==> config.mk <==
export PLATFORM = sky130hd
export DESIGN_NAME = compacting_handle_list
export DESIGN_NICKNAME = d
export VERILOG_FILES = /design/src/sv/chl_pkg.sv /design/src/sv/chl_cell.sv /design/src/sv/compacting_handle_list.sv
export VERILOG_INCLUDE_DIRS = /design/src /design/src/sv
export SDC_FILE = /design/constraint.sdc
export NUM_CORES = 1
export LEC_CHECK = 0
export ABC_AREA = 1
export ABC_CLOCK_PERIOD_IN_PS = 20200
export BUFFER_PORTS_ARGS = -buffer_cell sky130_fd_sc_hd__buf_2
export CAP_MARGIN = 20
export CORE_MARGIN = 4
export CORE_UTILIZATION = 40
export CTS_BUF_LIST = sky130_fd_sc_hd__clkbuf_8 sky130_fd_sc_hd__clkbuf_16
export DETAILED_ROUTE_END_ITERATION = 16
export GPL_ROUTABILITY_DRIVEN = 0
export GPL_TIMING_DRIVEN = 1
export HOLD_SLACK_MARGIN = 0.06
export SYNTH_ARGS = -nofsm -noshare
export SYNTH_HDL_FRONTEND = slang
export SYNTH_HIERARCHICAL = 1
export SYNTH_SLANG_ARGS = --single-unit
==> constraint.sdc <==
create_clock -name i_clk -period 20.2 [get_ports i_clk]
set_input_delay 4.04 -clock i_clk [delete_from_list [all_inputs] [get_ports i_clk]]
set_output_delay 4.04 -clock i_clk [all_outputs]
set_load 0.01 [all_outputs]
==> src/sv/assert_macros.svh <==
// Assertion macros used by the handle list top level.
// Depends on nothing; included by files that check their own logic.
`ifndef ASSERT_MACROS_SVH
`define ASSERT_MACROS_SVH

// Check a property on every rising clock edge outside reset.
`define CHL_ASSERT(label, clk, rst_n, prop, msg) \
    label: assert property (@(posedge clk) disable iff (!rst_n) (prop)) else $error(msg);

// Check that a condition leads to a consequence in the next cycle.
`define CHL_ASSERT_NEXT(label, clk, rst_n, cond, conseq, msg) \
    `CHL_ASSERT(label, clk, rst_n, (cond) |=> (conseq), msg)

`endif

==> src/sv/chl_pkg.sv <==
// Types, codes and sizes shared by the handle list cells and top level.
// Depends on nothing.
package chl_pkg;

    localparam int CAPACITY = 16;
    localparam int HANDLE_W = 32;
    localparam int IDX_W    = $clog2(CAPACITY);
    localparam int CNT_W    = $clog2(CAPACITY + 1);

    typedef enum logic [2:0] {
        CMD_APPEND       = 3'd0,
        CMD_REMOVE_VALUE = 3'd1,
        CMD_REMOVE_INDEX = 3'd2,
        CMD_GET          = 3'd3,
        CMD_FIND         = 3'd4
    } t_cmd;

    typedef enum logic [1:0] {
        ERR_OK     = 2'd0,
        ERR_FULL   = 2'd1,
        ERR_UNUSED = 2'd2,
        ERR_ABSENT = 2'd3
    } t_err;

    // Command broadcast to every cell in the row.
    typedef struct packed {
        logic                append;
        logic                rm_value;
        logic                rm_index;
        logic [HANDLE_W-1:0] handle;
        logic [IDX_W-1:0]    pos;
        logic [CNT_W-1:0]    count;
    } t_cell_cmd;

    // Search and read results handed from cell to cell.
    typedef struct packed {
        logic                seen;
        logic [IDX_W-1:0]    idx;
        logic [HANDLE_W-1:0] data;
    } t_chain;

endpackage

==> src/sv/chl_cell.sv <==
// One list cell: holds one handle, compares it, shifts down from its neighbor.
// Depends on chl_pkg.
module chl_cell (
    input  logic                         i_clk,
    input  chl_pkg::t_cell_cmd           i_cmd,
    input  logic [chl_pkg::IDX_W-1:0]    i_index,
    input  logic [chl_pkg::HANDLE_W-1:0] i_next_entry,
    input  chl_pkg::t_chain              i_chain,
    output chl_pkg::t_chain              o_chain,
    output logic [chl_pkg::HANDLE_W-1:0] o_entry
);

    logic [chl_pkg::HANDLE_W-1:0] r_entry;
    logic [chl_pkg::HANDLE_W-1:0] n_entry;
    logic [chl_pkg::CNT_W-1:0]    idx_c;
    logic [chl_pkg::CNT_W-1:0]    idx_up;
    logic                         used;
    logic                         hit;
    logic                         above_gap;
    logic                         shift;
    logic                         write;

    assign idx_c     = chl_pkg::CNT_W'(i_index);
    assign idx_up    = idx_c + chl_pkg::CNT_W'(1);
    assign used      = idx_c < i_cmd.count;
    assign hit       = used && (r_entry == i_cmd.handle);
    assign above_gap = idx_up < i_cmd.count;
    assign shift     = above_gap && ((i_cmd.rm_value && (i_chain.seen || hit))
                                  || (i_cmd.rm_index && (i_index >= i_cmd.pos)));
    assign write     = i_cmd.append && (idx_c == i_cmd.count);

    always_comb begin
        priority if (shift) begin
            n_entry = i_next_entry;
        end else if (write) begin
            n_entry = i_cmd.handle;
        end else begin
            n_entry = r_entry;
        end
    end

    always_ff @(posedge i_clk) begin
        r_entry <= n_entry;
    end

    always_comb begin
        o_chain.seen = i_chain.seen || hit;
        if (i_chain.seen) begin
            o_chain.idx = i_chain.idx;
        end else if (hit) begin
            o_chain.idx = i_index;
        end else begin
            o_chain.idx = '0;
        end
        o_chain.data = (i_index == i_cmd.pos) ? r_entry : i_chain.data;
    end

    assign o_entry = r_entry;

endmodule

==> src/sv/compacting_handle_list.sv <==
// Top level of the compacting handle list: a row of cells plus count and result register.
// Depends on chl_pkg, chl_cell and assert_macros.svh.
//
//  channel | valid       | stall        | fields
//  --------+-------------+--------------+-----------------------------------------------
//  command | i_in_valid  | o_in_stall   | i_command, i_handle_in, i_position
//  result  | o_out_valid | i_out_stall  | o_handle_out, o_found_index, o_count_now,
//          |             |              | o_error_code
//
// All cells compare and shift at once, and the result shows in the output register on the
// next cycle; one item per cycle sustained while the result side is not stalled.
// A held result (i_out_stall high with o_out_valid) stalls the command side.
// Reset clears the count and the result valid; cell contents are left as they are.
`include "assert_macros.svh"

module compacting_handle_list (
    input  logic                         i_clk,
    input  logic                         i_rst_n,
    input  logic                         i_in_valid,
    output logic                         o_in_stall,
    input  logic [2:0]                   i_command,
    input  logic [chl_pkg::HANDLE_W-1:0] i_handle_in,
    input  logic [chl_pkg::IDX_W-1:0]    i_position,
    output logic                         o_out_valid,
    input  logic                         i_out_stall,
    output logic [chl_pkg::HANDLE_W-1:0] o_handle_out,
    output logic [chl_pkg::IDX_W-1:0]    o_found_index,
    output logic [chl_pkg::CNT_W-1:0]    o_count_now,
    output logic [1:0]                   o_error_code
);

    logic                         r_out_valid;
    logic [chl_pkg::CNT_W-1:0]    r_count;
    logic [chl_pkg::CNT_W-1:0]    n_count;
    logic [chl_pkg::HANDLE_W-1:0] r_handle_out;
    logic [chl_pkg::HANDLE_W-1:0] n_handle_out;
    logic [chl_pkg::IDX_W-1:0]    r_found_index;
    logic [chl_pkg::IDX_W-1:0]    n_found_index;
    chl_pkg::t_err                r_error_code;
    chl_pkg::t_err                n_error_code;

    logic                         in_acc;
    logic                         out_acc;
    chl_pkg::t_cmd                cmd;
    logic                         full;
    logic                         pos_ok;
    logic                         found;
    chl_pkg::t_cell_cmd           cell_cmd;
    chl_pkg::t_chain              chain [chl_pkg::CAPACITY+1];
    logic [chl_pkg::HANDLE_W-1:0] entry [chl_pkg::CAPACITY];

    assign o_in_stall = r_out_valid && i_out_stall;
    assign in_acc     = i_in_valid && !o_in_stall;
    assign out_acc    = r_out_valid && !i_out_stall;

    assign cmd    = chl_pkg::t_cmd'(i_command);
    assign full   = r_count == chl_pkg::CNT_W'(chl_pkg::CAPACITY);
    assign pos_ok = chl_pkg::CNT_W'(i_position) < r_count;
    assign found  = chain[chl_pkg::CAPACITY].seen;

    always_comb begin
        cell_cmd.append   = in_acc && (cmd == chl_pkg::CMD_APPEND);
        cell_cmd.rm_value = in_acc && (cmd == chl_pkg::CMD_REMOVE_VALUE);
        cell_cmd.rm_index = in_acc && (cmd == chl_pkg::CMD_REMOVE_INDEX);
        cell_cmd.handle   = i_handle_in;
        cell_cmd.pos      = i_position;
        cell_cmd.count    = r_count;
    end

    assign chain[0] = '{seen: 1'b0, idx: '0, data: '0};

    for (genvar g = 0; g < chl_pkg::CAPACITY; g++) begin : g_cell
        logic [chl_pkg::HANDLE_W-1:0] next_entry;
        if (g == chl_pkg::CAPACITY - 1) begin : g_last
            assign next_entry = '0;
        end else begin : g_mid
            assign next_entry = entry[g+1];
        end
        chl_cell u_cell (
            .i_clk        (i_clk),
            .i_cmd        (cell_cmd),
            .i_index      (chl_pkg::IDX_W'(g)),
            .i_next_entry (next_entry),
            .i_chain      (chain[g]),
            .o_chain      (chain[g+1]),
            .o_entry      (entry[g])
        );
    end

    always_comb begin
        n_count       = r_count;
        n_handle_out  = '0;
        n_found_index = '0;
        n_error_code  = chl_pkg::ERR_OK;
        unique case (cmd)
            chl_pkg::CMD_APPEND: begin
                if (full) begin
                    n_error_code = chl_pkg::ERR_FULL;
                end else begin
                    n_count = r_count + chl_pkg::CNT_W'(1);
                end
            end
            chl_pkg::CMD_REMOVE_VALUE: begin
                if (found) begin
                    n_found_index = chain[chl_pkg::CAPACITY].idx;
                    n_count       = r_count - chl_pkg::CNT_W'(1);
                end else begin
                    n_error_code = chl_pkg::ERR_ABSENT;
                end
            end
            chl_pkg::CMD_REMOVE_INDEX: begin
                if (pos_ok) begin
                    n_count = r_count - chl_pkg::CNT_W'(1);
                end else begin
                    n_error_code = chl_pkg::ERR_UNUSED;
                end
            end
            chl_pkg::CMD_GET: begin
                if (pos_ok) begin
                    n_handle_out = chain[chl_pkg::CAPACITY].data;
                end else begin
                    n_error_code = chl_pkg::ERR_UNUSED;
                end
            end
            chl_pkg::CMD_FIND: begin
                if (found) begin
                    n_found_index = chain[chl_pkg::CAPACITY].idx;
                end else begin
                    n_error_code = chl_pkg::ERR_ABSENT;
                end
            end
            default: begin
            end
        endcase
    end

    always_ff @(posedge i_clk) begin
        if (!i_rst_n) begin
            r_out_valid <= 1'b0;
            r_count     <= '0;
        end else begin
            if (in_acc) begin
                r_out_valid <= 1'b1;
                r_count     <= n_count;
            end else if (out_acc) begin
                r_out_valid <= 1'b0;
            end
        end
    end

    always_ff @(posedge i_clk) begin
        if (in_acc) begin
            r_handle_out  <= n_handle_out;
            r_found_index <= n_found_index;
            r_error_code  <= n_error_code;
        end
    end

    assign o_out_valid   = r_out_valid;
    assign o_handle_out  = r_handle_out;
    assign o_found_index = r_found_index;
    assign o_count_now   = r_count;
    assign o_error_code  = r_error_code;

    `CHL_ASSERT(a_count_bound, i_clk, i_rst_n, r_count <= chl_pkg::CNT_W'(chl_pkg::CAPACITY), "count beyond capacity")
    `CHL_ASSERT_NEXT(a_count_hold, i_clk, i_rst_n, !in_acc, $stable(r_count), "count moved without an item")
    `CHL_ASSERT_NEXT(a_full_err, i_clk, i_rst_n, in_acc && cmd == chl_pkg::CMD_APPEND && full, o_error_code == chl_pkg::ERR_FULL && full, "append to full list not flagged")
    `CHL_ASSERT_NEXT(a_result_up, i_clk, i_rst_n, in_acc, o_out_valid, "accepted item gave no result")

endmodule

# Word level (Yosys, flattened, before mapping)
# Index checks and enable logic that the tools add are counted.
[classes]
bitwise_logic = 0
addsub = 2
magnitude_cmp = 34
n_div = 0
shifts = 0
multipliers = 0
muxes = 86
reduce_logical = 144
eq_ne = 54
[ops]
columns = ["operator", "count"]
rows = [
  ["32-bit two-way mux", 46],
  ["32-bit == test", 16],
  ["4-bit two-way mux", 23],
  ["1-bit logical AND", 86],
  ["4-bit by 5-bit == test with 1-bit output, first input constant", 8],
  ["4-bit by 5-bit < comparator with 1-bit output, first input constant", 8],
  ["4-bit == test, first input constant", 8],
  ["4-bit >= comparator, first input constant", 8],
  ["2-bit nonzero test", 16],
  ["1-bit logical OR", 31],
  ["3-bit by 5-bit == test with 1-bit output, first input constant", 4],
  ["3-bit by 5-bit < comparator with 1-bit output, first input constant", 4],
  ["3-bit by 4-bit == test with 1-bit output, first input constant", 4],
  ["3-bit by 4-bit >= comparator with 1-bit output, first input constant", 4],
  ["5-bit two-way mux", 3],
  ["5-bit one-hot mux with 3 select lines", 1],
  ["3-bit two-way mux", 4],
  ["2-bit by 5-bit == test with 1-bit output, first input constant", 2],
  ["1-bit by 5-bit < comparator with 1-bit output, first input constant", 2],
  ["2-bit by 5-bit < comparator with 1-bit output, first input constant", 2],
  ["2-bit by 4-bit == test with 1-bit output, first input constant", 2],
  ["1-bit by 4-bit >= comparator with 1-bit output, first input constant", 2],
  ["2-bit by 4-bit >= comparator with 1-bit output, first input constant", 2],
  ["2-bit two-way mux", 4],
  ["other kinds (21)", 30],
]
[totals]
n_memories = 0
mem_bits_rw = 0
mem_bits_ro = 0
latchBits = 0
regBits = 556
in_bits = 43
word_cells = 341

# Depth between registers and ports, before layout
[depth]
word_depth = 20
ltp_mapped = 49

# Cells and area by module
# Netlist, hierarchy kept.
[modules_own_cells]
columns = ["mod", "cells_each", "seq_area_each_um2", "area_per_inst_um2", "instances"]
rows = [
  ["chl_cell at g_cell[0].u_cell ...", 381, 960.9, 2800.2, 9],
  ["chl_cell at g_cell[3].u_cell ...", 374, 960.9, 2777.7, 7],
  ["compacting_handle_list", 232, 1261.2, 2227.1, 1],
]

# Least setup slack after synthesis
# OpenSTA, ideal clock, no wires.
[synth_timing]
kind = "input -> register"
from = "in i_handle_in[0] in the netlist's numbering"
to = "reg g_cell[15].u_cell.r_entry, in the netlist g_cell[15].u_cell/o_entry[0], enable pin"
required_ps = 19775
setup_slack_ps = 10470
path_stages = 44
n_path_buf = 1
t_arrival_ps = 9305
path_cell_list = "inv_1 nand2_1 nand2_1 nand2_1 nor2_1 nand2_1 nor2_1 nand3_2 nand2_2 inv_1 nand2_2 inv_1 nand2_2 inv_1 nand2_2 inv_1 nand2_2 inv_1 [... 8 more ...] nand2_2 inv_1 nand2_2 inv_1 nand2_2 inv_1 nand2_2 inv_1 nand2_2 inv_1 nand2_2 inv_1 nand2_2 nand2_2 nand2_4 nand2_4 buf_6 o21ai_1"
[synth_rtl]
columns = ["item", "line_no", "rtl"]
rows = [
  ["start: declaration", "compacting_handle_list.sv:22", "input logic [chl_pkg::HANDLE_W-1:0] i_handle_in,"],
  ["end signal: assignment", "chl_cell.sv:43", "r_entry <= n_entry;"],
  ["end: declaration", "chl_cell.sv:13", "logic [chl_pkg::HANDLE_W-1:0] r_entry;"],
]

==> tab_implementation.tex <==
\begin{tabular}{lr}
\hline
Metric & Value \\
\hline
\multicolumn{2}{l}{\textbf{Run status}} \\
Status & finished clean \\
\multicolumn{2}{l}{\textbf{Power}} \\
Sequential fraction of design power & 0.376 \\
Combinational fraction of design power & 0.269 \\
Worst IR drop on VDD & 0.05542 mV \\
Psw & about 1.2 mW \\
Power per cell area & 67.66 mW/mm2 \\
Clock network fraction of total power & 0.356 \\
Internal portion of total power & 2.369 mW \\
Overall power after layout & 3.531 mW \\
Switching power as a share of total power & 0.3291 \\
Leakage power total & 24.65 nW \\
\multicolumn{2}{l}{\textbf{Synthesis}} \\
Number of distinct library cells after synthesis & 37 \\
Post-synth top cells & nand2\_1 (2,194), inv\_1 (725), nand3\_1 (568), nor2\_1 (553), edfxtp\_1 (550) \\
Number of enable-type register cells in the synthesized netlist & between 500 and 600 \\
Async set-reset flop share out of synthesis & 0 \\
Post-Syn Area per Cell & 7.465 um2 \\
Cell taking the most area after synthesis & edfxtp\_1 \\
Synthesized instance count & 6,279 \\
Combined area of all synthesized cells & 0.04687 mm2 \\
Total number of yosys warnings & 6 \\
Dominant register cell in the synthesized netlist & edfxtp\_1 \\
Sequential-to-total area share from yosys stat & 0.3549 \\
Ranking of synthesized cells by area & edfxtp\_1 (35\%), nand2\_1 (18\%), mux2\_2 (6.9\%) \\
Synthesis-stage register bit count & 556 \\
Most frequent cell after synthesis & nand2\_1 \\
Area share of the largest cell type after synthesis & 0.3524 \\
\multicolumn{2}{l}{\textbf{Worst setup path}} \\
Most frequent cell on the critical path & nand2\_2 \\
Worst setup path start & i\_handle\_in[13] \\
Length in cells of the worst reg-to-reg path & 44 \\
Reg-to-reg critical path startpoint & o\_count\_now[3]\$\_SDFFE\_PN0P\_ \\
Startpoint type of the worst setup path & primary input \\
Slowest stage delay, CP & 770 ps \\
Maximum fanout count along the critical path & 48 \\
Destination of the worst register-to-register timing path & g\_cell[15].u\_cell/o\_entry[31]\$\_DFFE\_PP\_ \\
Data arrival time of the critical path & 11,380 ps \\
FF-to-FF setup slack & 12,740 ps \\
Critical Path End Type & register \\
Required @ worst endpoint & between 20,000 and 25,000 ps \\
Kind of critical path & primary input to register \\
CP max-delay cell & buf\_2 \\
CP endpoint & g\_cell[15].u\_cell/o\_entry[31]\$\_DFFE\_PP\_ \\
\multicolumn{2}{l}{\textbf{Drt}} \\
TritonRoute pass-1 iters & 6 \\
Via Count & 41,450 \\
DRC violation total after the first TritonRoute iteration & 3,198 \\
ANT nets after route & 0 \\
Drt via density & 5.033 \\
DRC violations left & 0 \\
Total Wirelength & roughly 150,000 um \\
Mean routed wirelength per cell & approximately 19 um \\
\multicolumn{2}{l}{\textbf{CTS}} \\
Worst-skew pair later-pin latency & 640 ps \\
CTS root buf & clkbuf\_16 \\
CTS resizes & 0 \\
CTS tree & built \\
Total of hold buffers inserted after clock tree synthesis & 0 \\
Number of buffers inserted by post-CTS setup repair & 0 \\
TritonCTS buffer count & 70 \\
CTS Sinks & 556 \\
Clk slew on worst S/H paths & 60 ps \\
Number of H-tree levels & 3 \\
Clock buffer depth & 3 \\
\multicolumn{2}{l}{\textbf{Layout}} \\
Share of cells above drive strength 1 & 0.1155 \\
Final Net Count & between 6,000 and 7,000 \\
Layout overhead on the synthesized area & 11.35\% \\
\# fillers & 11,720 \\
Filler-free cell count of the finished design & 8,235 \\
\multicolumn{2}{l}{\textbf{Die}} \\
Die width & 350.3 um \\
Starting Density & 0.4034 \\
Floorplan die area & 0.1227 mm2 \\
Placeable Area & between 0.1 and 0.15 mm2 \\
Y dimension of the die & 350.3 um \\
Num ports & between 80 and 90 \\
Number of placement rows & between 100 and 150 \\
\multicolumn{2}{l}{\textbf{Global routing}} \\
Wire length of the first global-routing pass & 234,400 um \\
Overflow left after global routing & 0 \\
Peak-usage layer in the global routing report & met2 \\
GR met3 Demand/Resource & 0.02665 \\
Met2 usage in global routing & 0.4270 \\
Number of antenna violations at the first check in global routing & 4 \\
Global-route met1 utilization & 0.2937 \\
Number of global-route vias before repair & 40,200 \\
Combined global-route utilization of all metal layers & 0.2463 \\
Maximum number of pins on one net before global-route repair & 49 \\
\multicolumn{2}{l}{\textbf{STA}} \\
Max frequency & 90.30 MHz \\
Final Setup Violations & 0 \\
Final critical-path required period & 11,070 ps \\
Final hold violation count & 0 \\
Final slew viol count & 0 \\
Portion of the clock cycle consumed by the worst path in the final layout & 0.5482 \\
Final setup slack of the worst path & 9126 ps \\
Unrepaired setup endpoints after global routing & false \\
Final Skew & approximately 28 ps \\
Relative slew slack & 0.2362 \\
Final sum of negative setup slack & 0 ps \\
Slew @ Worst Pin & 1146 ps \\
\multicolumn{2}{l}{\textbf{Placed design}} \\
Number of placed instances, taps included & 8,109 \\
Detailed placer's ending HPWL & 113,000 um \\
Pre-CTS setup slack & 8552 ps \\
Quantity of I/O buffers inserted on ports & 87 \\
\multicolumn{2}{l}{\textbf{Run}} \\
Number of max-capacitance violations reported & 0 \\
\multicolumn{2}{l}{\textbf{Hold path}} \\
Hold WC Path Type & register to register \\
\hline
\end{tabular}
critical path, delay by kind of cell:
kind	cells	cell delay, ps
compound gates	1	500
buf+inv	17	2680
simple gates	26	4100
cell families (layout without fill, tap and decap cells):
kind of cell	count (synthesis)	after routing	share of synthesized area
mux	288	288	0.06919
buf+inv	985	1053	0.09257
compound gates	400	400	0.05253
xor+xnor	298	298	0.05568
flops	556	556	0.3549
simple gates	3519	3519	0.3131
other cells	2	366	0.0001602
fa+ha+maj	231	231	0.06182
cells in the final DEF (no fill, tap or decap), types with 4 or more instances in the layout:
master	count
xor2_1	62
a21oi_1	261
buf_4	90
nand3_1	568
inv_2	19
o31ai_1	32
xnor2_1	236
buf_2	87
nor2_4	17
or2_2	32
o22ai_1	14
nand2_4	36
nor2_2	17
nand4_1	30
ha_1	230
dfxtp_1	4
conb_1	363
nor3_1	32
o21ai_0	51
o21ai_1	9
nand2_1	2194
bufinv_16	6
a2111oi_4	16
nand2_2	35
clkinv_2	13
nor2_1	536
o21ai_2	13
edfxtp_1	550
mux2_2	288
clkinv_1	19
inv_1	739
clkbuf_16	74
nand3_2	19
flip-flops by register name, indices dropped and copies added, names as in the netlist:
register and flops:
o_count_now 5, o_found_index 4, o_error_code 2, o_out_valid 1, o_handle_out 32, g_cell.u_cell/o_entry 512
stage by stage:
stage | hold WS [ps] | area, um2 | utilization
6_report | 536.1 | 52190 | 0.4491
5_1_grt | 557.3 | 52190 | 0.4491
4_1_cts | 542.2 | 52190 | 0.4491
3_5_place_dp | 536.0 | 49940 | 0.4298
3_3_place_gp | 517.1 | 49940 | 0.4298
2_1_floorplan | 546.5 | 48230 | -
worst min path at each step:
stage,start,to,slack (ps),cells past startpoint
2_1_floorplan,g_cell[1].u_cell/o_entry[21]$_DFFE_PP_,g_cell[0].u_cell/o_entry[21]$_DFFE_PP_,550,2
3_3_place_gp,o_out_valid$_SDFFE_PN0P_,o_out_valid$_SDFFE_PN0P_,520,2
3_5_place_dp,o_out_valid$_SDFFE_PN0P_,o_out_valid$_SDFFE_PN0P_,540,2
4_1_cts,o_out_valid$_SDFFE_PN0P_,o_out_valid$_SDFFE_PN0P_,540,2
5_1_grt,o_out_valid$_SDFFE_PN0P_,o_out_valid$_SDFFE_PN0P_,560,2
6_report,o_out_valid$_SDFFE_PN0P_,o_out_valid$_SDFFE_PN0P_,540,2
metal layers:
metal / wire length (um) / up-vias
met2: 73780 / 1277
li1: - / 20600
met1: 62000 / 19210
met3: 7366 / 362
met5: 0 / -
met4: 10620 / 0
power by group through the flow:
stage / combinational, mW / sequential, mW / clock [mW]
3_5_place_dp: 0.935 / 1.35 / 0
3_3_place_gp: 0.923 / 1.35 / 0
6_report: 0.948 / 1.33 / 1.26
5_1_grt: 1.04 / 1.33 / 1.32
2_1_floorplan: 0.621 / 1.35 / 0
4_1_cts: 0.937 / 1.33 / 1.28
layout make-up:
| type | instances | area, um2 | share of cell area |
|---|---|---|---|
| Antenna cell | 3 | 7.507 | 0.0001438 |
| Clock buffer | 74 | 1852 | 0.03548 |
| Clock inverter | 49 | 392.9 | 0.007527 |
| Inverter | 753 | 2826 | 0.05415 |
| Multi-Input combinational cell | 5099 | 27460 | 0.5261 |
| Sequential cell | 556 | 16640 | 0.3188 |
| Tap cell | 1524 | 1907 | 0.03653 |
| Timing Repair Buffer | 177 | 1111 | 0.02129 |
(Power assumes the default switching activity.)
